--- src/hdl/assert_macros.svh ---
`ifndef ASSERT_MACROS_SVH
`define ASSERT_MACROS_SVH

// clocked check, disabled while reset is asserted
`define ASSERT_CLK(label, prop, msg) \
    label: assert property (@(posedge clk) disable iff (!rst_n) prop) else $error(msg);

// implication on the next clock
`define ASSERT_NEXT(label, cond, prop, msg) \
    `ASSERT_CLK(label, (cond) |=> (prop), msg)

`endif

--- src/hdl/irpw_pkg.sv ---
package irpw_pkg;

    localparam int COUNT_BITS = 16;
    // compare width covers both the run counters and the 16-bit registers
    localparam int CMP_BITS   = (COUNT_BITS > 16) ? COUNT_BITS : 16;
    localparam int REG_COUNT  = 5;
    localparam int ADDR_BITS  = $clog2(REG_COUNT) + 2;

    typedef logic [COUNT_BITS-1:0] count_t;
    typedef logic [CMP_BITS-1:0]   cmp_t;

    localparam count_t CNT_MAX = '1;

    typedef enum logic [2:0] {
        KIND_BYTE  = 3'd0,
        KIND_DONE  = 3'd1,
        KIND_TRUNC = 3'd2,
        KIND_EMPTY = 3'd3,
        KIND_BAD   = 3'd4
    } kind_t;

    typedef enum logic [ADDR_BITS-3:0] {
        REG_ONE_MIN     = 3'd0,
        REG_ONE_MAX     = 3'd1,
        REG_ZERO_MIN    = 3'd2,
        REG_ZERO_MAX    = 3'd3,
        REG_RUN_TIMEOUT = 3'd4
    } reg_idx_t;

    typedef struct packed {
        logic [15:0] one_min;
        logic [15:0] one_max;
        logic [15:0] zero_min;
        logic [15:0] zero_max;
        logic [15:0] run_timeout;
    } cfg_t;

    typedef struct packed {
        logic        valid;
        kind_t       kind;
        logic [7:0]  data_byte;
        logic        timeout_cause;
        logic [2:0]  bits_held;
        logic [15:0] pulse_length;
    } result_t;

    function automatic count_t count_up(input count_t c);
        return (c == CNT_MAX) ? c : c + count_t'(1);
    endfunction

    function automatic logic run_expired(input count_t c, input logic [15:0] timeout);
        return (cmp_t'(c) >= cmp_t'(timeout)) || (c == CNT_MAX);
    endfunction

    function automatic logic in_window(input count_t c, input logic [15:0] lo,
                                       input logic [15:0] hi);
        return (cmp_t'(c) >= cmp_t'(lo)) && (cmp_t'(c) <= cmp_t'(hi));
    endfunction

    function automatic logic [15:0] sat_length(input count_t c);
        cmp_t ext;
        ext = cmp_t'(c);
        return (ext > cmp_t'(16'hFFFF)) ? 16'hFFFF : ext[15:0];
    endfunction

endpackage

--- src/hdl/irpw_channels.sv ---
interface irpw_sample_if;
    logic valid;
    logic ready;
    logic rx_level;

    modport source (output valid, output rx_level, input ready);
    modport sink (input valid, input rx_level, output ready);
endinterface

interface irpw_result_if;
    logic        valid;
    logic        ready;
    logic [2:0]  kind;
    logic [7:0]  data_byte;
    logic        timeout_cause;
    logic [2:0]  bits_held;
    logic [15:0] pulse_length;

    modport source (output valid, output kind, output data_byte, output timeout_cause,
                    output bits_held, output pulse_length, input ready);
    modport sink (input valid, input kind, input data_byte, input timeout_cause,
                  input bits_held, input pulse_length, output ready);
endinterface

--- src/hdl/irpw_cfg.sv ---
module irpw_cfg
    import irpw_pkg::*;
(
    input  logic                 clk,
    input  logic                 rst_n,
    input  logic                 psel,
    input  logic                 penable,
    input  logic                 pwrite,
    input  logic [ADDR_BITS-1:0] paddr,
    input  logic [31:0]          pwdata,
    output logic [31:0]          prdata,
    output cfg_t                 cfg
);

    cfg_t     cfg_reg;
    reg_idx_t idx;
    logic     wr_en;

    assign idx   = reg_idx_t'(paddr[ADDR_BITS-1:2]);
    assign wr_en = psel && penable && pwrite;

    always_ff @(posedge clk or negedge rst_n)
    begin
        if (!rst_n)
        begin
            cfg_reg.one_min     <= 16'd22;
            cfg_reg.one_max     <= 16'd30;
            cfg_reg.zero_min    <= 16'd12;
            cfg_reg.zero_max    <= 16'd20;
            cfg_reg.run_timeout <= 16'd65000;
        end
        else if (wr_en)
        begin
            case (idx)
                REG_ONE_MIN:     cfg_reg.one_min     <= pwdata[15:0];
                REG_ONE_MAX:     cfg_reg.one_max     <= pwdata[15:0];
                REG_ZERO_MIN:    cfg_reg.zero_min    <= pwdata[15:0];
                REG_ZERO_MAX:    cfg_reg.zero_max    <= pwdata[15:0];
                REG_RUN_TIMEOUT: cfg_reg.run_timeout <= pwdata[15:0];
                default:         ;
            endcase
        end
    end

    always_comb
    begin
        case (idx)
            REG_ONE_MIN:     prdata = {16'd0, cfg_reg.one_min};
            REG_ONE_MAX:     prdata = {16'd0, cfg_reg.one_max};
            REG_ZERO_MIN:    prdata = {16'd0, cfg_reg.zero_min};
            REG_ZERO_MAX:    prdata = {16'd0, cfg_reg.zero_max};
            REG_RUN_TIMEOUT: prdata = {16'd0, cfg_reg.run_timeout};
            default:         prdata = 32'd0;
        endcase
    end

    assign cfg = cfg_reg;

endmodule

--- src/hdl/irpw_decode.sv ---
module irpw_decode
    import irpw_pkg::*;
(
    input  logic    clk,
    input  logic    rst_n,
    input  logic    step,
    input  logic    level,
    input  cfg_t    cfg,
    output result_t result
);

    logic        in_low_reg, in_low_next;
    count_t      high_run_reg, high_run_next;
    count_t      low_run_reg, low_run_next;
    logic [2:0]  bit_index_reg, bit_index_next;
    logic [7:0]  byte_shift_reg, byte_shift_next;
    logic        any_pulse_reg, any_pulse_next;

    count_t      count_inc;
    logic        is_one;
    logic        is_zero;
    logic        frame_end;
    logic        cause;
    logic        restart;
    logic [7:0]  shift_new;

    assign count_inc = count_up(in_low_reg ? low_run_reg : high_run_reg);
    assign is_one    = in_window(low_run_reg, cfg.one_min, cfg.one_max);
    assign is_zero   = in_window(low_run_reg, cfg.zero_min, cfg.zero_max);
    assign shift_new = byte_shift_reg | (8'(is_one) << bit_index_reg);

    always_comb
    begin
        in_low_next     = in_low_reg;
        high_run_next   = high_run_reg;
        low_run_next    = low_run_reg;
        bit_index_next  = bit_index_reg;
        byte_shift_next = byte_shift_reg;
        any_pulse_next  = any_pulse_reg;
        result          = '0;
        result.kind     = KIND_BYTE;
        frame_end       = 1'b0;
        cause           = 1'b0;
        restart         = 1'b0;

        if (!in_low_reg)
        begin
            if (level)
            begin
                high_run_next = count_inc;
                frame_end     = run_expired(count_inc, cfg.run_timeout);
            end
            else
            begin
                // falling edge: first low sample already counts
                in_low_next  = 1'b1;
                low_run_next = count_t'(1);
                frame_end    = run_expired(count_t'(1), cfg.run_timeout);
                cause        = 1'b1;
            end
        end
        else if (!level)
        begin
            low_run_next = count_inc;
            frame_end    = run_expired(count_inc, cfg.run_timeout);
            cause        = 1'b1;
        end
        else if (!is_one && !is_zero)
        begin
            result.valid        = 1'b1;
            result.kind         = KIND_BAD;
            result.pulse_length = sat_length(low_run_reg);
            restart             = 1'b1;
        end
        else
        begin
            // rising edge with a good pulse, one window wins on overlap
            in_low_next    = 1'b0;
            high_run_next  = count_t'(1);
            low_run_next   = '0;
            any_pulse_next = 1'b1;
            if (bit_index_reg == 3'd7)
            begin
                result.valid     = 1'b1;
                result.kind      = KIND_BYTE;
                result.data_byte = shift_new;
                byte_shift_next  = '0;
                bit_index_next   = '0;
            end
            else
            begin
                byte_shift_next = shift_new;
                bit_index_next  = bit_index_reg + 3'd1;
            end
        end

        if (frame_end)
        begin
            result.valid         = 1'b1;
            result.timeout_cause = cause;
            restart              = 1'b1;
            if (!any_pulse_reg)
            begin
                result.kind = KIND_EMPTY;
            end
            else if (bit_index_reg != 3'd0)
            begin
                result.kind      = KIND_TRUNC;
                result.bits_held = bit_index_reg;
            end
            else
            begin
                result.kind = KIND_DONE;
            end
        end

        if (restart)
        begin
            in_low_next     = 1'b0;
            high_run_next   = '0;
            low_run_next    = '0;
            bit_index_next  = '0;
            byte_shift_next = '0;
            any_pulse_next  = 1'b0;
        end
    end

    always_ff @(posedge clk or negedge rst_n)
    begin
        if (!rst_n)
        begin
            in_low_reg     <= 1'b0;
            high_run_reg   <= '0;
            low_run_reg    <= '0;
            bit_index_reg  <= '0;
            byte_shift_reg <= '0;
            any_pulse_reg  <= 1'b0;
        end
        else if (step)
        begin
            in_low_reg     <= in_low_next;
            high_run_reg   <= high_run_next;
            low_run_reg    <= low_run_next;
            bit_index_reg  <= bit_index_next;
            byte_shift_reg <= byte_shift_next;
            any_pulse_reg  <= any_pulse_next;
        end
    end

endmodule

--- src/hdl/ir_pulse_width_receiver.sv ---
// path: an accepted sample is held in the sample register, decoded, then put in the result register
// throughput: one sample per cycle, set by the single decode stage between the sample
// register and the result register; a full result register stalls only when it holds
// a result and the decode stage has another one to hand over
// reset: rst_n clears run counters, frame state and both pipeline valid flags at once,
// and loads the window and timeout registers with their defaults
`include "assert_macros.svh"

module ir_pulse_width_receiver
    import irpw_pkg::*;
(
    input  logic                 clk,
    input  logic                 rst_n,
    irpw_sample_if.sink          samples,
    irpw_result_if.source        results,
    input  logic                 psel,
    input  logic                 penable,
    input  logic                 pwrite,
    input  logic [ADDR_BITS-1:0] paddr,
    input  logic [31:0]          pwdata,
    output logic [31:0]          prdata,
    output logic                 pready
);

    cfg_t    cfg;
    result_t result;
    result_t out_reg;
    logic    in_vld_reg;
    logic    level_reg;
    logic    out_free;
    logic    advance;

    assign pready = 1'b1;

    irpw_cfg u_cfg (
        .clk     (clk),
        .rst_n   (rst_n),
        .psel    (psel),
        .penable (penable),
        .pwrite  (pwrite),
        .paddr   (paddr),
        .pwdata  (pwdata),
        .prdata  (prdata),
        .cfg     (cfg)
    );

    irpw_decode u_decode (
        .clk    (clk),
        .rst_n  (rst_n),
        .step   (advance),
        .level  (level_reg),
        .cfg    (cfg),
        .result (result)
    );

    // the result slot frees up in the same cycle it is taken
    assign out_free      = !out_reg.valid || results.ready;
    assign advance       = in_vld_reg && (!result.valid || out_free);
    assign samples.ready = !in_vld_reg || advance;

    always_ff @(posedge clk or negedge rst_n)
    begin
        if (!rst_n)
        begin
            in_vld_reg <= 1'b0;
        end
        else if (samples.ready)
        begin
            in_vld_reg <= samples.valid;
        end
    end

    always_ff @(posedge clk)
    begin
        if (samples.valid && samples.ready)
        begin
            level_reg <= samples.rx_level;
        end
    end

    always_ff @(posedge clk or negedge rst_n)
    begin
        if (!rst_n)
        begin
            out_reg <= '0;
        end
        else if (advance && result.valid)
        begin
            out_reg <= result;
        end
        else if (results.ready)
        begin
            out_reg.valid <= 1'b0;
        end
    end

    assign results.valid         = out_reg.valid;
    assign results.kind          = out_reg.kind;
    assign results.data_byte     = out_reg.data_byte;
    assign results.timeout_cause = out_reg.timeout_cause;
    assign results.bits_held     = out_reg.bits_held;
    assign results.pulse_length  = out_reg.pulse_length;

    `ASSERT_NEXT(a_result_loaded, advance && result.valid, out_reg.valid,
                 "decoded result not loaded into result register")
    `ASSERT_NEXT(a_sample_held, in_vld_reg && !advance, in_vld_reg && $stable(level_reg),
                 "stalled sample lost or changed")
    `ASSERT_NEXT(a_accept_fills, samples.valid && samples.ready, in_vld_reg,
                 "accepted transaction not captured")
    `ASSERT_CLK(a_bits_held_kind,
                results.valid && results.kind != KIND_TRUNC |-> results.bits_held == 3'd0,
                "bits_held set outside a truncated frame")

endmodule
--- src/flat_wrapper.sv ---
// flat-port wrapper written by rule: the top's interface ports become plain ports
module ir_pulse_width_receiver_flat import irpw_pkg::*;
  (clk, rst_n, psel, penable, pwrite, paddr, pwdata, prdata, pready, samples_valid, samples_rx_level, samples_ready, results_valid, results_kind, results_data_byte, results_timeout_cause, results_bits_held, results_pulse_length, results_ready);
  irpw_sample_if samples_i ();
  irpw_result_if results_i ();
  input  logic clk;
  input  logic rst_n;
  input  logic psel;
  input  logic penable;
  input  logic pwrite;
  input  logic [ADDR_BITS-1:0] paddr;
  input  logic [31:0] pwdata;
  output logic [31:0] prdata;
  output logic pready;
  input wire logic [$bits(samples_i.valid)-1:0] samples_valid;
  input wire logic [$bits(samples_i.rx_level)-1:0] samples_rx_level;
  output wire logic [$bits(samples_i.ready)-1:0] samples_ready;
  output wire logic [$bits(results_i.valid)-1:0] results_valid;
  output wire logic [$bits(results_i.kind)-1:0] results_kind;
  output wire logic [$bits(results_i.data_byte)-1:0] results_data_byte;
  output wire logic [$bits(results_i.timeout_cause)-1:0] results_timeout_cause;
  output wire logic [$bits(results_i.bits_held)-1:0] results_bits_held;
  output wire logic [$bits(results_i.pulse_length)-1:0] results_pulse_length;
  input wire logic [$bits(results_i.ready)-1:0] results_ready;
  assign samples_i.valid = samples_valid;
  assign samples_i.rx_level = samples_rx_level;
  assign samples_ready = samples_i.ready;
  assign results_valid = results_i.valid;
  assign results_kind = results_i.kind;
  assign results_data_byte = results_i.data_byte;
  assign results_timeout_cause = results_i.timeout_cause;
  assign results_bits_held = results_i.bits_held;
  assign results_pulse_length = results_i.pulse_length;
  assign results_i.ready = results_ready;
  ir_pulse_width_receiver u_core (.clk(clk), .rst_n(rst_n), .samples(samples_i), .results(results_i), .psel(psel), .penable(penable), .pwrite(pwrite), .paddr(paddr), .pwdata(pwdata), .prdata(prdata), .pready(pready));
endmodule
--- config.mk ---
export PLATFORM = sky130hd
export DESIGN_NAME = ir_pulse_width_receiver_flat
export DESIGN_NICKNAME = d
export VERILOG_FILES = /design/src/hdl/irpw_pkg.sv /design/src/hdl/irpw_channels.sv /design/src/hdl/irpw_cfg.sv /design/src/hdl/irpw_decode.sv /design/src/hdl/ir_pulse_width_receiver.sv /design/src/flat_wrapper.sv
export VERILOG_INCLUDE_DIRS = /design/src /design/src/hdl
export SDC_FILE = /design/constraint.sdc
export NUM_CORES = 1
export LEC_CHECK = 0
export ABC_AREA = 1
export BUFFER_PORTS_ARGS = -buffer_cell sky130_fd_sc_hd__buf_2
export CAP_MARGIN = 20
export CORE_AREA = 2 2 138 140
export DETAILED_ROUTE_END_ITERATION = 8
export DIE_AREA = 0 0 140 142
export PLACE_DENSITY_LB_ADDON = 0.2
export SLEW_MARGIN = 20
export SYNTH_ARGS = -nofsm -noshare
export SYNTH_HDL_FRONTEND = slang
export SYNTH_HIERARCHICAL = 1
export SYNTH_SLANG_ARGS = --single-unit
--- constraint.sdc ---
create_clock -name clk -period 10 [get_ports clk]
set_clock_uncertainty 0.05 [all_clocks]
set_input_delay 2.5 -clock clk [delete_from_list [all_inputs] [get_ports clk]]
set_output_delay 2.5 -clock clk [all_outputs]
set_load 0.05 [all_outputs]
; ---- After elaboration in Yosys (flattened, before gate mapping)
; Cells that the tools add are included.
; Widths: inputs -> output; s select.
[op_classes]
addsub = 2
n_mux = 55
n_lt_le_gt_ge = 7
shift = 1
bitwise_logic = 1
div_mod_pow = 0
multipliers = 0
eq_ne = 11
n_reduce_logical = 30
[ops]
columns = op, count
row1 = $mux 16, 16
row2 = $pmux 16 s5, 1
row3 = $ge 16x16->1, 3
row4 = $mux 8, 6
row5 = $mux 12, 3
row6 = $eq 16x16->1 const B, 2
row7 = $le 16x16->1, 2
row8 = $mux 3, 7
row9 = $mux 1, 17
row10 = $add 16x1->16 const B, 1
row11 = $ge 1x16->1 const A, 1
row12 = $gt 16x16->1 const B, 1
row13 = $mux 4, 3
row14 = $reduce_and 2->1, 5
row15 = $ne 3x3->1 const B, 3
row16 = $logic_and 1x1->1, 8
row17 = $or 8x8->8, 1
row18 = $shl 1x3->8, 1
row19 = $eq 3x2->1 const B, 2
row20 = $eq 3x3->1 const B, 2
row21 = $reduce_and 3->1, 2
row22 = $reduce_bool 2->1, 3
row23 = $logic_not 1->1, 5
row24 = $logic_or 1x1->1, 4
row25 = other kinds (7), 8
[word_totals]
memories = 0
register_bits = 159
latch_bits = 0
mem_bits_rw = 0
rom_bits = 0
out_inout_bits = 66

; ---- Longest topological paths before layout
; Gate-level depths: netlist of the first run.
[logic_depth]
ltp_word = 14
mapped_depth = 36
depth_no_buf = 32

; ---- By module
; Netlist of the first run, hierarchy kept.
[by_module_without_submodules]
columns = module, area_each_um2, cells_each, n_inst
row1 = irpw_decode, 5464.0, 891, 1
row2 = irpw_cfg, 3950.0, 488, 1
row3 = ir_pulse_width_receiver, 1453.9, 154, 1

; ---- Least setup slack after synthesis of the first run
; Ideal clock, no wire load.
[synth_path]
path_kind = reg2out
start = reg u_core.u_decode.in_low_reg
end = out samples_ready
path_buffers = 4
path_stages_with_launch = 27
arrival_time_ns = 3.858
setup_slack_ns = 3.592
cell_sequence = dfrtp_1 inv_2 buf_4 nand2_1 nand2_1 ha_1 nand3_1 nor2_2 nand2_2 buf_6 nand2_1 ha_1 a21oi_1 o21ai_0 nand2_1 o311ai_0 nand2_1 nand2_1 a21oi_1 nand2_1 nand2_2 nand3_2 inv_2 buf_4 o21ai_0 buf_4 nand4_1
[synth_rtl]
columns = element, line_no
row1 = "start, declared", irpw_decode.sv:12  ; logic in_low_reg, in_low_next;
row2 = "start signal, assigned", irpw_decode.sv:141  ; in_low_reg <= in_low_next;
row3 = "end, declared", flat_wrapper.sv:17  ; output wire logic [$bits(samples_i.ready)-1:0] samples_ready;

==> metrics.md, run 1 <==
| Metric | Value |
|---|---|
| Critical Path AT | `5.43 ns` |
| First-pass GRT wire length | `46.9 mm` |
| MaxCap Viol Count | `0` |
| Fin crit period | `7.98 ns` |
| WL/cell | `15.9 microns` |
| Final worst-path cycle share | `79.8%` |
| Die Area | `19900 sq um` |
| Most common cell after layout, fill and taps aside | `nand2_1` |
| Pins Over Slew Limit | `0` |
| Comb pwr share | `48.4%` |
| Sequential Power Share | `29.6%` |
| Placer Congestion | `0.914` |
| PwrDens | `270 nW/um^2` |
| CTS Buf Count | `17` |
| Initial antenna violation count | `0` |
| Pleak | `6.37 nW` |
| Worst path slowest cell | `inv_2` |
| Clock share of power | `22.0%` |
| Critical path class | `reg -> out` |
| Crit-path cells | `buf_4 -> inv_2 -> nand2_1 -> nand2_1 -> ha_1 -> nand3_1 -> nor2_2 -> nand2_2 -> nand2_1 -> ha_1 -> a21oi_1 -> o21ai_0 -> nand2_1 -> o311ai_0 -> nand2_1 -> nand2_1 -> a21oi_1 -> nand2_1 -> nand2_2 -> nand3_2 -> inv_2 -> o21ai_2 -> nand4_1 -> buf_2` |
| Die width | `140 microns` |
| Cell variety after synth | `40` |
| Number of global-route vias before repair | `9158` |
| Avg Cell Area, Syn | `7.09 sq um` |
| CTS resizes | `0` |
| Max transition margin | `38.2%` |
| CP peak stage delay | `0.41 ns` |
| Fmax | `125 MHz` |
| Post-DRT Antenna Nets | `0` |
| Worst reg2reg setup slack | `3.85 ns` |
| Fillers | `1710` |
| Grt total ovfl | `0` |
| Design area | `11700 sq um` |
| # H-tree levels | `4` |
| Worst skew pair latency | `0.44 ns` |
| Drt pass-1 iters | `8` |
| Total number of vias | `9986` |
| Final hold vios | `0` |
| Clk pin slew, worst setup/hold paths | `0.06 ns` |
| CTS Buffer Depth | `2` |
| Max rail drop VDD | `0.152 mV` |
| Num Clock Sinks | `159` |
| Pin count of the biggest net entering global routing | `99` |
| PortBufs | `75` |
| Remaining DRCs | `8` |
| WHS | `0.415 ns` |
| Root buf cell | `clkbuf_16` |
| IO Count | `111` |
| Switch Pwr | `1.53 mW` |
| DP Area | `11100 sq um` |
| Status | `finished with violations` |
| Drt via density | `5.50` |
| FF-to-FF path depth | `29` |
| Setup TNS Final | `0 ns` |
| CTS tree | `built` |
| Worst r2r src | `u_core/u_decode/in_low_reg` |
| Required time worst endpoint | `7.45 ns` |
| Synth Register Bits | `159` |
| Critical Path Sink Type | `output pin` |
| Final worst setup slack | `2.02 ns` |
| Max reg flops | `80` |
| Worst setup path endpoint | `samples_ready` |
| FP Rows | `50` |
| Most frequent cells in the layout | `nand2_1 (520), inv_1 (187), dfrtp_1 (135)` |
| Initial Utilization | `58.9%` |
| Core footprint | `18500 sq um` |
| DR iter-0 viols | `874` |
| Worst slack, placed | `2.57 ns` |
| Crit path from | `u_core/u_decode/in_low_reg` |
| Area added between synthesis and finish | `7.94%` |
| RSZ-0062 raised after global routing | `false` |
| Core Util, Final | `63.6%` |
| Final-stage net count | `1696` |
| # Post-CTS Setup Buffers | `0` |
| Most used cell, CP | `nand2_1` |
| Layout cells sized above 1 | `11.2%` |
| Die H | `142 microns` |
| Yosys warning count | `6` |
| Cell count after synthesis | `1533` |
| HPWL after detailed placement | `20.2 mm` |
| Final WL | `28.8 mm` |
| Tot GR Track Use | `29.8%` |
| Netlist Area Pre-Place | `10900 sq um` |
| P_int | `1.64 mW` |
| # hold bufs at CTS | `0` |
| Sw frac | `48.2%` |
| Failing checks | `DRC` |
| Type of origin of the critical path | `register` |
| Seq/Total Area, Yosys | `36.9%` |
| Antenna cells | `0` |
| Worst hold path type | `reg -> reg` |
| Crit Path Max Fanout | `41` |
| Final setup viols | `0` |
| Worst R2R End | `u_core/u_decode/any_pulse_reg` |
| Worst-Margin Slew | `0.925 ns` |
worst min path at each step:
| stage | from | to | slack [ns] | cells past startpoint |
|---|---|---|---|---|
| detailed placement | u_core/results.kind[0] | u_core/results.kind[0] | 0.40 | 2 |
| CTS | u_core/results.kind[0] | u_core/results.kind[0] | 0.42 | 2 |
| global route | u_core/results.pulse_length[2] | u_core/results.pulse_length[2] | 0.44 | 2 |
| finish | u_core/results.pulse_length[7] | u_core/results.pulse_length[7] | 0.42 | 2 |
| floorplan | u_core/u_decode/byte_shift_reg[0] | u_core/u_decode/byte_shift_reg[0] | 0.39 | 2 |
| global placement | u_core/results.pulse_length[1] | u_core/results.pulse_length[1] | 0.40 | 2 |
synthesized netlist by cell type:
library cell / instances / area [sq um]
dfrtp_1: 136 / 3400
a21oi_1: 54 / 270
o21bai_1: 1 / 7.51
buf_6: 10 / 113
o311ai_0: 1 / 8.76
buf_2: 31 / 155
edfxtp_1: 1 / 30.0
nor2_1: 91 / 342
inv_4: 1 / 6.26
inv_2: 9 / 33.8
xnor2_1: 1 / 8.76
a21boi_0: 1 / 7.51
nand2_1: 520 / 1950
conb_1: 2 / 7.51
clkbuf_1: 5 / 18.8
nand3_1: 105 / 526
nand4_2: 1 / 12.5
nand3b_1: 1 / 7.51
o21ai_2: 2 / 17.5
nand4_1: 64 / 400
nor2_4: 2 / 22.5
nand3_2: 8 / 80.1
o211ai_1: 3 / 22.5
nand2_4: 3 / 33.8
nor3b_1: 1 / 7.51
dfstp_2: 22 / 578
inv_1: 187 / 702
xor2_1: 1 / 8.76
buf_1: 3 / 11.3
clkinv_4: 1 / 8.76
buf_4: 30 / 225
o21ai_1: 87 / 435
nor3_1: 15 / 75.1
nand3_4: 1 / 17.5
nor2_2: 9 / 56.3
ha_1: 84 / 1050
o21ai_0: 29 / 145
clkinv_1: 1 / 3.75
nor4_1: 2 / 12.5
nand2_2: 7 / 43.8
power by group through the flow:
stage,Sequential [mW],Combinational [mW],Clock (mW)
global route,0.957,1.73,0.735
floorplan,0.955,1.19,0
detailed placement,0.946,1.50,0
global placement,0.944,1.46,0
CTS,0.936,1.52,0.704
finish,0.939,1.54,0.696
cell type report:
cell class              instances  area (sq um)  share of cell area (%)
multi-input cells            1111          5640                    48.1
inverters                     199           754                    6.43
clock buffers                  19           433                    3.69
clock inverters                13           188                    1.60
repair buffers                 79           412                    3.51
well taps                     234           293                    2.50
flip-flops and latches        159          4010                    34.2
metal layers:
layer / GRT usage (%) / part of all wire [%]
met5: 0 / 0
met4: 8.83 / 2.2
met3: 4.58 / 5.5
met2: 48.5 / 46
met1: 41.6 / 46
stage by stage:
| stage | std cells | total power, mW |
|---|---|---|
| floorplan | 1548 | 2.15 |
| CTS | 1814 | 3.16 |
| finish | 1814 | 3.17 |
| detailed placement | 1782 | 2.45 |
| global route | 1814 | 3.42 |
| global placement | 1782 | 2.41 |
worst max-delay path, delay by kind of cell, from the launching register on:
family / cells / cell delay, ns
buf+inv: 4 / 1.36
simple gates: 13 / 2.07
flops: 1 / 0.35
fa+ha+maj: 2 / 0.56
compound gates: 5 / 0.65
logic make-up (layout without fill, tap and decap cells):
| logic type | after synthesis | count (layout) | synth area share, % |
|---|---|---|---|
| simple gates | 830 | 830 | 33.0 |
| flops | 159 | 159 | 36.9 |
| buf+inv | 278 | 310 | 11.8 |
| xor+xnor | 2 | 2 | 0.161 |
| compound gates | 178 | 178 | 8.42 |
| other cells | 2 | 17 | 0.0691 |
| fa+ha+maj | 84 | 84 | 9.67 |
Power figures use the tool's default switching activity.
==> inputs of run 2 (changes only) <==
--- a/config.mk
+++ b/config.mk
@@ -6,12 +6,12 @@
 export SDC_FILE = /design/constraint.sdc
 export NUM_CORES = 1
 export LEC_CHECK = 0
-export ABC_AREA = 1
+export ABC_AREA = 0
 export BUFFER_PORTS_ARGS = -buffer_cell sky130_fd_sc_hd__buf_2
 export CAP_MARGIN = 20
-export CORE_AREA = 2 2 138 140
+export CORE_AREA = 2 2 134 136
 export DETAILED_ROUTE_END_ITERATION = 8
-export DIE_AREA = 0 0 140 142
+export DIE_AREA = 0 0 136 138
 export PLACE_DENSITY_LB_ADDON = 0.2
 export SLEW_MARGIN = 20
 export SYNTH_ARGS = -nofsm -noshare
==> constraint.sdc (replaced) <==
create_clock -name clk -period 8.35 [get_ports clk]
set_clock_uncertainty 0.05 [all_clocks]
set_input_delay 2.0875 -clock clk [delete_from_list [all_inputs] [get_ports clk]]
set_output_delay 2.0875 -clock clk [all_outputs]
set_load 0.05 [all_outputs]
==> run 2 against run 1 <==
Effect of this change: the flow now finishes without violations; synthesized area is 6.5% lower; cell area is 4.5% lower; hold slack better by 0.023 ns; global-route usage is 2.1 points lower; wire length is 13% lower; non-clock buffer count is 7 higher; clock-buffer cell count is 2 lower; core utilization is 0.30 points higher; setup slack worse by 1.5 ns; synthesized cell count is 40% lower; critical endpoint unchanged.
==> metrics.md, run 2 <==
| Metric | Value |
|---|---|
| Status | `finished, final reports clean` |
| First-pass GRT wire length | `40.6 mm` |
| Yosys top cell area share | `33.5%` |
| Crit Path Max Fanout | `16` |
| Final hold vios | `0` |
| Grt met1 use | `40.1%` |
| # Post-CTS Setup Buffers | `0` |
| HPWL after detailed placement | `17.5 mm` |
| Worst skew pair latency | `0.42 ns` |
| Worst r2r src | `u_core/u_decode/in_low_reg` |
| Max reg flops | `80` |
| Pleak | `5.52 nW` |
| Final-stage net count | `1123` |
| CTS Buffer Depth | `2` |
| Worst path slowest cell | `dfrtp_1` |
| # H-tree levels | `4` |
| Top cells by area, synth | `dfrtp_1 (33%), ha_1 (10%), mux2_2 (9.7%), mux2_4 (5.9%), dfstp_2 (5.7%)` |
| Max rail drop VDD | `0.145 mV` |
| Crit-path cells | `mux2i_1 -> inv_1 -> ha_1 -> nand4_1 -> a21oi_1 -> nand4_2 -> xnor2_1 -> ha_1 -> nand2b_1 -> a21oi_1 -> o21ai_0 -> a21oi_1 -> o2111a_1 -> o21ai_1 -> o21a_1 -> a21o_1 -> nand3_1 -> buf_2` |
| Antenna cells | `0` |
| PwrDens | `219 nW/um^2` |
| Fmax | `128 MHz` |
| Post-DRT Antenna Nets | `0` |
| Synth Area in Adders | `10.3%` |
| Die Area | `18800 sq um` |
| Clk pin slew, worst setup/hold paths | `0.07 ns` |
| Pins Over Slew Limit | `0` |
| Type of origin of the critical path | `register` |
| Post-synth top cells | `dfrtp_1 (136), inv_1 (89), mux2_2 (88)` |
| CTS resizes | `0` |
| Top FF cell, synth | `dfrtp_1` |
| Power, Total | `2.45 mW` |
| CTS tree | `built` |
| RSZ-0062 raised after global routing | `false` |
| Fin crit period | `7.81 ns` |
| WL/cell | `20.4 microns` |
| Yosys warning count | `6` |
| Largest family of logic cells by synthesized area | `multiplexers` |
| Crit path from | `u_core/u_decode/in_low_reg` |
| Die H | `138 microns` |
| CTS Buf Count | `17` |
| Pin count of the biggest net entering global routing | `84` |
| Met2 Use GR | `41.8%` |
| Worst-Margin Slew | `1.14 ns` |
| FF+latch area | `4010 sq um` |
| Worst R2R End | `u_core/results.bits_held[0]` |
| Max transition margin | `24.0%` |
| Multi-input gate area | `5530 sq um` |
| Drt pass-1 iters | `5` |
| Critical Path Sink Type | `output pin` |
| Initial antenna violation count | `0` |
| CP bufs+invs | `2` |
| Post-synthesis mux area share | `17.2%` |
| Die width | `136 microns` |
| Avg Cell Area, Syn | `11.0 sq um` |
| Synth async-reset ratio | `99.4%` |
| Synth Area in Simple Gates | `10.2%` |
| Worst setup path endpoint | `samples_ready` |
| Area added between synthesis and finish | `10.2%` |
| Worst reg2reg setup slack | `2.15 ns` |
| Most Used Layer, Global Route | `met2` |
| Most frequent cells in the layout | `dfrtp_1 (136), inv_1 (89), mux2_2 (88)` |
| Synth Area in XOR/XNOR | `0.775%` |
| Netlist Area Pre-Place | `10200 sq um` |
| Critical path class | `reg -> out` |
| Synth Area in Compound Gates | `14.9%` |
| Core footprint | `17500 sq um` |
| FF-to-FF path depth | `20` |
| Critical path depth | `18` |
| DR iter-0 viols | `573` |
| Synth Register Bits | `159` |
| Layout cells sized above 1 | `28.5%` |
| Grt total ovfl | `0` |
| Critical Path AT | `5.68 ns` |
| Post-synth EDFFs | `1` |
| PortBufs | `75` |
| Yosys top cell by area | `dfrtp_1` |
| # hold bufs at CTS | `0` |
| Most used cell, CP | `a21oi_1` |
| Initial Utilization | `58.0%` |
| Drt via density | `6.14` |
| IO Count | `111` |
| Seq/Total Area, Yosys | `39.5%` |
| Final setup viols | `0` |
| Worst hold path type | `reg -> reg` |
| FP Rows | `49` |
| Cell count after synthesis | `925` |
| Tot GR Track Use | `27.6%` |
| Remaining DRCs | `0` |
| Fillers | `1440` |
| Placer Congestion | `0.889` |
| Required time worst endpoint | `6.21 ns` |
| Most numerous cell in the Yosys netlist | `dfrtp_1` |
| Root buf cell | `clkbuf_16` |
| Critical path's top delay family | `compound AO/OA/AOI/OAI gates` |
| Most common cell after layout, fill and taps aside | `dfrtp_1` |
| Num Clock Sinks | `159` |
| Setup TNS Final | `0 ns` |
| CP peak stage delay | `0.75 ns` |
| Grt met3 use | `5.32%` |
| Final WL | `25.2 mm` |
| Number of global-route vias before repair | `7359` |
| Total number of vias | `7592` |
| Cell variety after synth | `75` |
| Final worst-path cycle share | `93.6%` |
| MaxCap Viol Count | `0` |
-- run 2: cell types whose count changed after synthesis, sizes merged, moves of 31 or more --
cell,previous run,this run
nor2,102,34
a22o,0,31
o21ai,118,38
nand3,114,15
nand2,530,27
inv,197,90
buf,74,38
mux2,0,128
nand4,65,17
-- run 2: per-layer routing --
layer  up-vias  wire length [microns]
met1      3721                  11700
met4         0                    591
met2       305                  11300
met3        46                   1640
li1       3520                      -
met5         -                      0
-- run 2: worst min path at each step --
stage          slack (ns)                                end  cells past startpoint                              start
2_1_floorplan        0.41  u_core/u_decode/byte_shift_reg[0]                      1  u_core/u_decode/byte_shift_reg[0]
3_3_place_gp         0.42  u_core/u_decode/byte_shift_reg[3]                      1  u_core/u_decode/byte_shift_reg[3]
3_5_place_dp         0.43  u_core/u_decode/byte_shift_reg[6]                      1  u_core/u_decode/byte_shift_reg[6]
4_1_cts              0.44  u_core/u_decode/byte_shift_reg[7]                      1  u_core/u_decode/byte_shift_reg[7]
5_1_grt              0.45  u_core/u_decode/byte_shift_reg[6]                      1  u_core/u_decode/byte_shift_reg[6]
6_report             0.44  u_core/u_decode/byte_shift_reg[7]                      1  u_core/u_decode/byte_shift_reg[7]
-- run 2: area by class of cell --
type,count,share of cell area (%)
multi-input combinational,640,49.3
sequential,159,35.8
timing repair buffer,86,4.15
clock buffer,17,3.80
inverter,90,3.02
tap,229,2.56
clock inverter,15,1.32
-- run 2: power by group --
part	internal (mW)	switching (mW)
sequential	0.889	0.116
clock	0.420	0.352
combinational	0.277	0.401
-- run 2: worst register-to-register path: cells and delay by family, from the launching register on --
family | cells | cell delay, ns
AO/OA/AOI/OAI | 8 | 2.20
AND/OR/NAND/NOR | 5 | 0.98
flip-flops | 1 | 0.75
multiplexers | 2 | 0.62
buffers and inverters | 2 | 0.62
XOR/XNOR | 1 | 0.44
adder cells (fa/ha/maj) | 2 | 0.41
-- run 2: metrics by stage --
stage / instances / instance area [sq um] / worst slack (ns) / util (%) / hold slack, ns
2_1_floorplan: 940 / 10200 / 1.89 / - / 0.407
3_3_place_gp: 1203 / 10600 / 1.11 / 60.6 / 0.422
3_5_place_dp: 1203 / 10600 / 1.09 / 60.6 / 0.426
4_1_cts: 1235 / 11200 / 0.625 / 63.8 / 0.445
5_1_grt: 1236 / 11200 / 0.105 / 63.9 / 0.453
6_report: 1236 / 11200 / 0.536 / 63.9 / 0.439
-- run 2: cells by family after synthesis --
family | after synthesis
adders and majority gates | 84
xor gates and xnor gates | 9
muxes | 144
buffers and inverters | 141
and+or+nand+nor | 173
other | 2
DFF | 159
AOI/OAI and AO/OA | 213
==> inputs of run 3 (changes only) <==
--- a/config.mk
+++ b/config.mk
@@ -9,9 +9,11 @@
 export ABC_AREA = 0
 export BUFFER_PORTS_ARGS = -buffer_cell sky130_fd_sc_hd__buf_2
 export CAP_MARGIN = 20
-export CORE_AREA = 2 2 134 136
+export CELL_PAD_IN_SITES_DETAIL_PLACEMENT = 0
+export CELL_PAD_IN_SITES_GLOBAL_PLACEMENT = 1
+export CORE_AREA = 2 2 149 151
 export DETAILED_ROUTE_END_ITERATION = 8
-export DIE_AREA = 0 0 136 138
+export DIE_AREA = 0 0 151 153
 export PLACE_DENSITY_LB_ADDON = 0.2
 export SLEW_MARGIN = 20
 export SYNTH_ARGS = -nofsm -noshare
==> run 3 against run 2 <==
Effect of this change: cell area rose by 1.5%; clock-buffer cell count rose by 1; maximum frequency rose by 2.3%; hold slack improved by 0.0028 ns; via count fell by 3.5%; critical path type unchanged; global-route usage fell by 4.0 points; highest routed layer unchanged; register-to-register slack got worse by 0.14 ns.
==> metrics.md, run 3 (synthesis results as in run 2) <==
| Metric | Value |
|---|---|
| # hold bufs at CTS | `0` |
| CP peak stage delay | `0.59 ns` |
| Crit Path Max Fanout | `16` |
| Remaining DRCs | `0` |
| Power, Total | `2.50 mW` |
| Worst hold path type | `reg -> reg` |
| Tot GR Track Use | `23.7%` |
| Type of origin of the critical path | `register` |
| CTS Buf Count | `17` |
| Final worst setup slack | `0.712 ns` |
| PwrDens | `220 nW/um^2` |
| Die Area | `23100 sq um` |
| Max rail drop VDD | `0.141 mV` |
| # H-tree levels | `4` |
| Critical Path AT | `5.50 ns` |
| Core Util, Final | `52.9%` |
| Worst-Margin Slew | `1.11 ns` |
| Max reg flops | `80` |
| Placer Congestion | `0.845` |
| WL met2 | `11.7 mm` |
| Drt via density | `5.68` |
| Setup TNS Final | `0 ns` |
| Worst slack, placed | `0.964 ns` |
| Final worst-path cycle share | `91.5%` |
| Max transition margin | `26.1%` |
| Fmax | `131 MHz` |
| Core footprint | `21500 sq um` |
| Layout cells sized above 1 | `28.9%` |
| Crit-path cells | `mux2i_1 -> inv_1 -> ha_1 -> nand4_1 -> a21oi_1 -> nand4_2 -> xnor2_1 -> ha_1 -> nand2b_1 -> a21oi_1 -> o21ai_0 -> a21oi_1 -> o2111a_1 -> o21ai_1 -> o21a_1 -> a21o_1 -> nand3_1 -> buf_2` |
| Initial antenna violation count | `0` |
| Final WL | `26.3 mm` |
| Pleak | `5.56 nW` |
| Most used cell, CP | `a21oi_1` |
| Most frequent cells in the layout | `dfrtp_1 (135), inv_1 (89), mux2_2 (88)` |
| Root buf cell | `clkbuf_16` |
| First-pass GRT wire length | `42.2 mm` |
| Drt pass-1 iters | `5` |
| Fin crit period | `7.64 ns` |
| WL/cell | `20.4 microns` |
| Status | `finished, final reports clean` |
| Die width | `151 microns` |
| Antenna cells | `0` |
| Worst path slowest cell | `dfrtp_2` |
| Critical path's top delay family | `compound AO/OA/AOI/OAI gates` |
| RSZ-0062 raised after global routing | `false` |
| Post-DRT Antenna Nets | `0` |
| Required time worst endpoint | `6.21 ns` |
| Met3 WL | `1.22 mm` |
| Pins Over Slew Limit | `0` |
| Grt total ovfl | `0` |
| Number of placed cells counting well taps | `1254` |
| Area added between synthesis and finish | `11.8%` |
| Most common cell after layout, fill and taps aside | `dfrtp_1` |
| Critical Path Sink Type | `output pin` |
| Pin count of the biggest net entering global routing | `83` |
| HPWL after detailed placement | `18.4 mm` |
| Clk pin slew, worst setup/hold paths | `0.07 ns` |
| Final setup viols | `0` |
| Total number of vias | `7328` |
| Critical path class | `reg -> out` |
| CTS tree | `built` |
| CP bufs+invs | `2` |
| FP Rows | `54` |
| PortBufs | `75` |
| Non-Filler Instances | `1290` |
| DR iter-0 viols | `385` |
| CTS Buffer Depth | `2` |
| Number of global-route vias before repair | `7346` |
| Fillers | `1992` |
| Final-stage net count | `1126` |
| Die H | `153 microns` |
| # Post-CTS Setup Buffers | `0` |
| IO Count | `111` |
| Highest routed layer | `met4` |
| Initial Utilization | `47.3%` |
| MaxCap Viol Count | `0` |
| Num Clock Sinks | `159` |
| Final hold vios | `0` |
| Worst skew pair latency | `0.43 ns` |
| WL met1 | `12.9 mm` |
-- run 3: through the flow --
step	hold WS [ns]	cell area (sq um)
after CTS	0.446	11300
after global placement	0.422	10700
final	0.441	11400
after global routing	0.452	11400
after floorplan	0.407	10200
after detailed placement	0.424	10700
-- run 3: path summary, 6_finish.rpt --
check	start	slack (ns)	end	cells past startpoint
max	u_core/u_decode/in_low_reg	0.71	samples_ready	18
min	u_core/u_decode/byte_shift_reg[2]	0.44	u_core/u_decode/byte_shift_reg[2]	1
max reg2reg	u_core/u_decode/in_low_reg	2.01	u_core/results.pulse_length[5]	20
min reg2reg	u_core/u_decode/byte_shift_reg[2]	0.44	u_core/u_decode/byte_shift_reg[2]	1
max in group asynchronous	rst_n	5.37	u_core/u_cfg/cfg[12]	3
min in group asynchronous	rst_n	1.62	u_core/u_cfg/cfg[73]	1
-- run 3: metal layers --
layer  track usage (%)  vias to the layer above
met5                 0                        -
met4              6.59                        0
met3              4.78                       35
met2              34.8                      192
met1              35.4                     3580
li1                  -                     3521
-- run 3: what timing repair did --
item                                    CTS  global route
endpoints found under the setup margin    0             1
gates resized for setup                   0             1
hold endpoints to repair                  0             0
-- run 3: report_power, final --
group          switching (mW)  total [mW]  internal [mW]
Sequential              0.114        1.00          0.889
Clock                   0.353       0.814          0.461
Combinational           0.405       0.683          0.277
Total                   0.872        2.50           1.63
-- run 3: cell type report --
| cell class | count | area, sq um | share of cell area (%) |
|---|---|---|---|
| multi-input combinational | 640 | 5530 | 48.7 |
| sequential | 159 | 4010 | 35.3 |
| timing repair buffer | 89 | 526 | 4.62 |
| clock buffer | 18 | 439 | 3.86 |
| tap | 280 | 350 | 3.08 |
| inverter | 90 | 338 | 2.97 |
| clock inverter | 14 | 170 | 1.50 |
-- run 3: worst reg2reg max path: cells and delay by family (launching register included) --
family	cells	cell delay, ns
AOI/OAI and AO/OA	8	2.27
xor gates and xnor gates	1	0.45
adders and majority gates	2	0.41
buffers and inverters	2	0.53
DFF	1	0.59
muxes	2	0.51
and+or+nand+nor	5	1.41
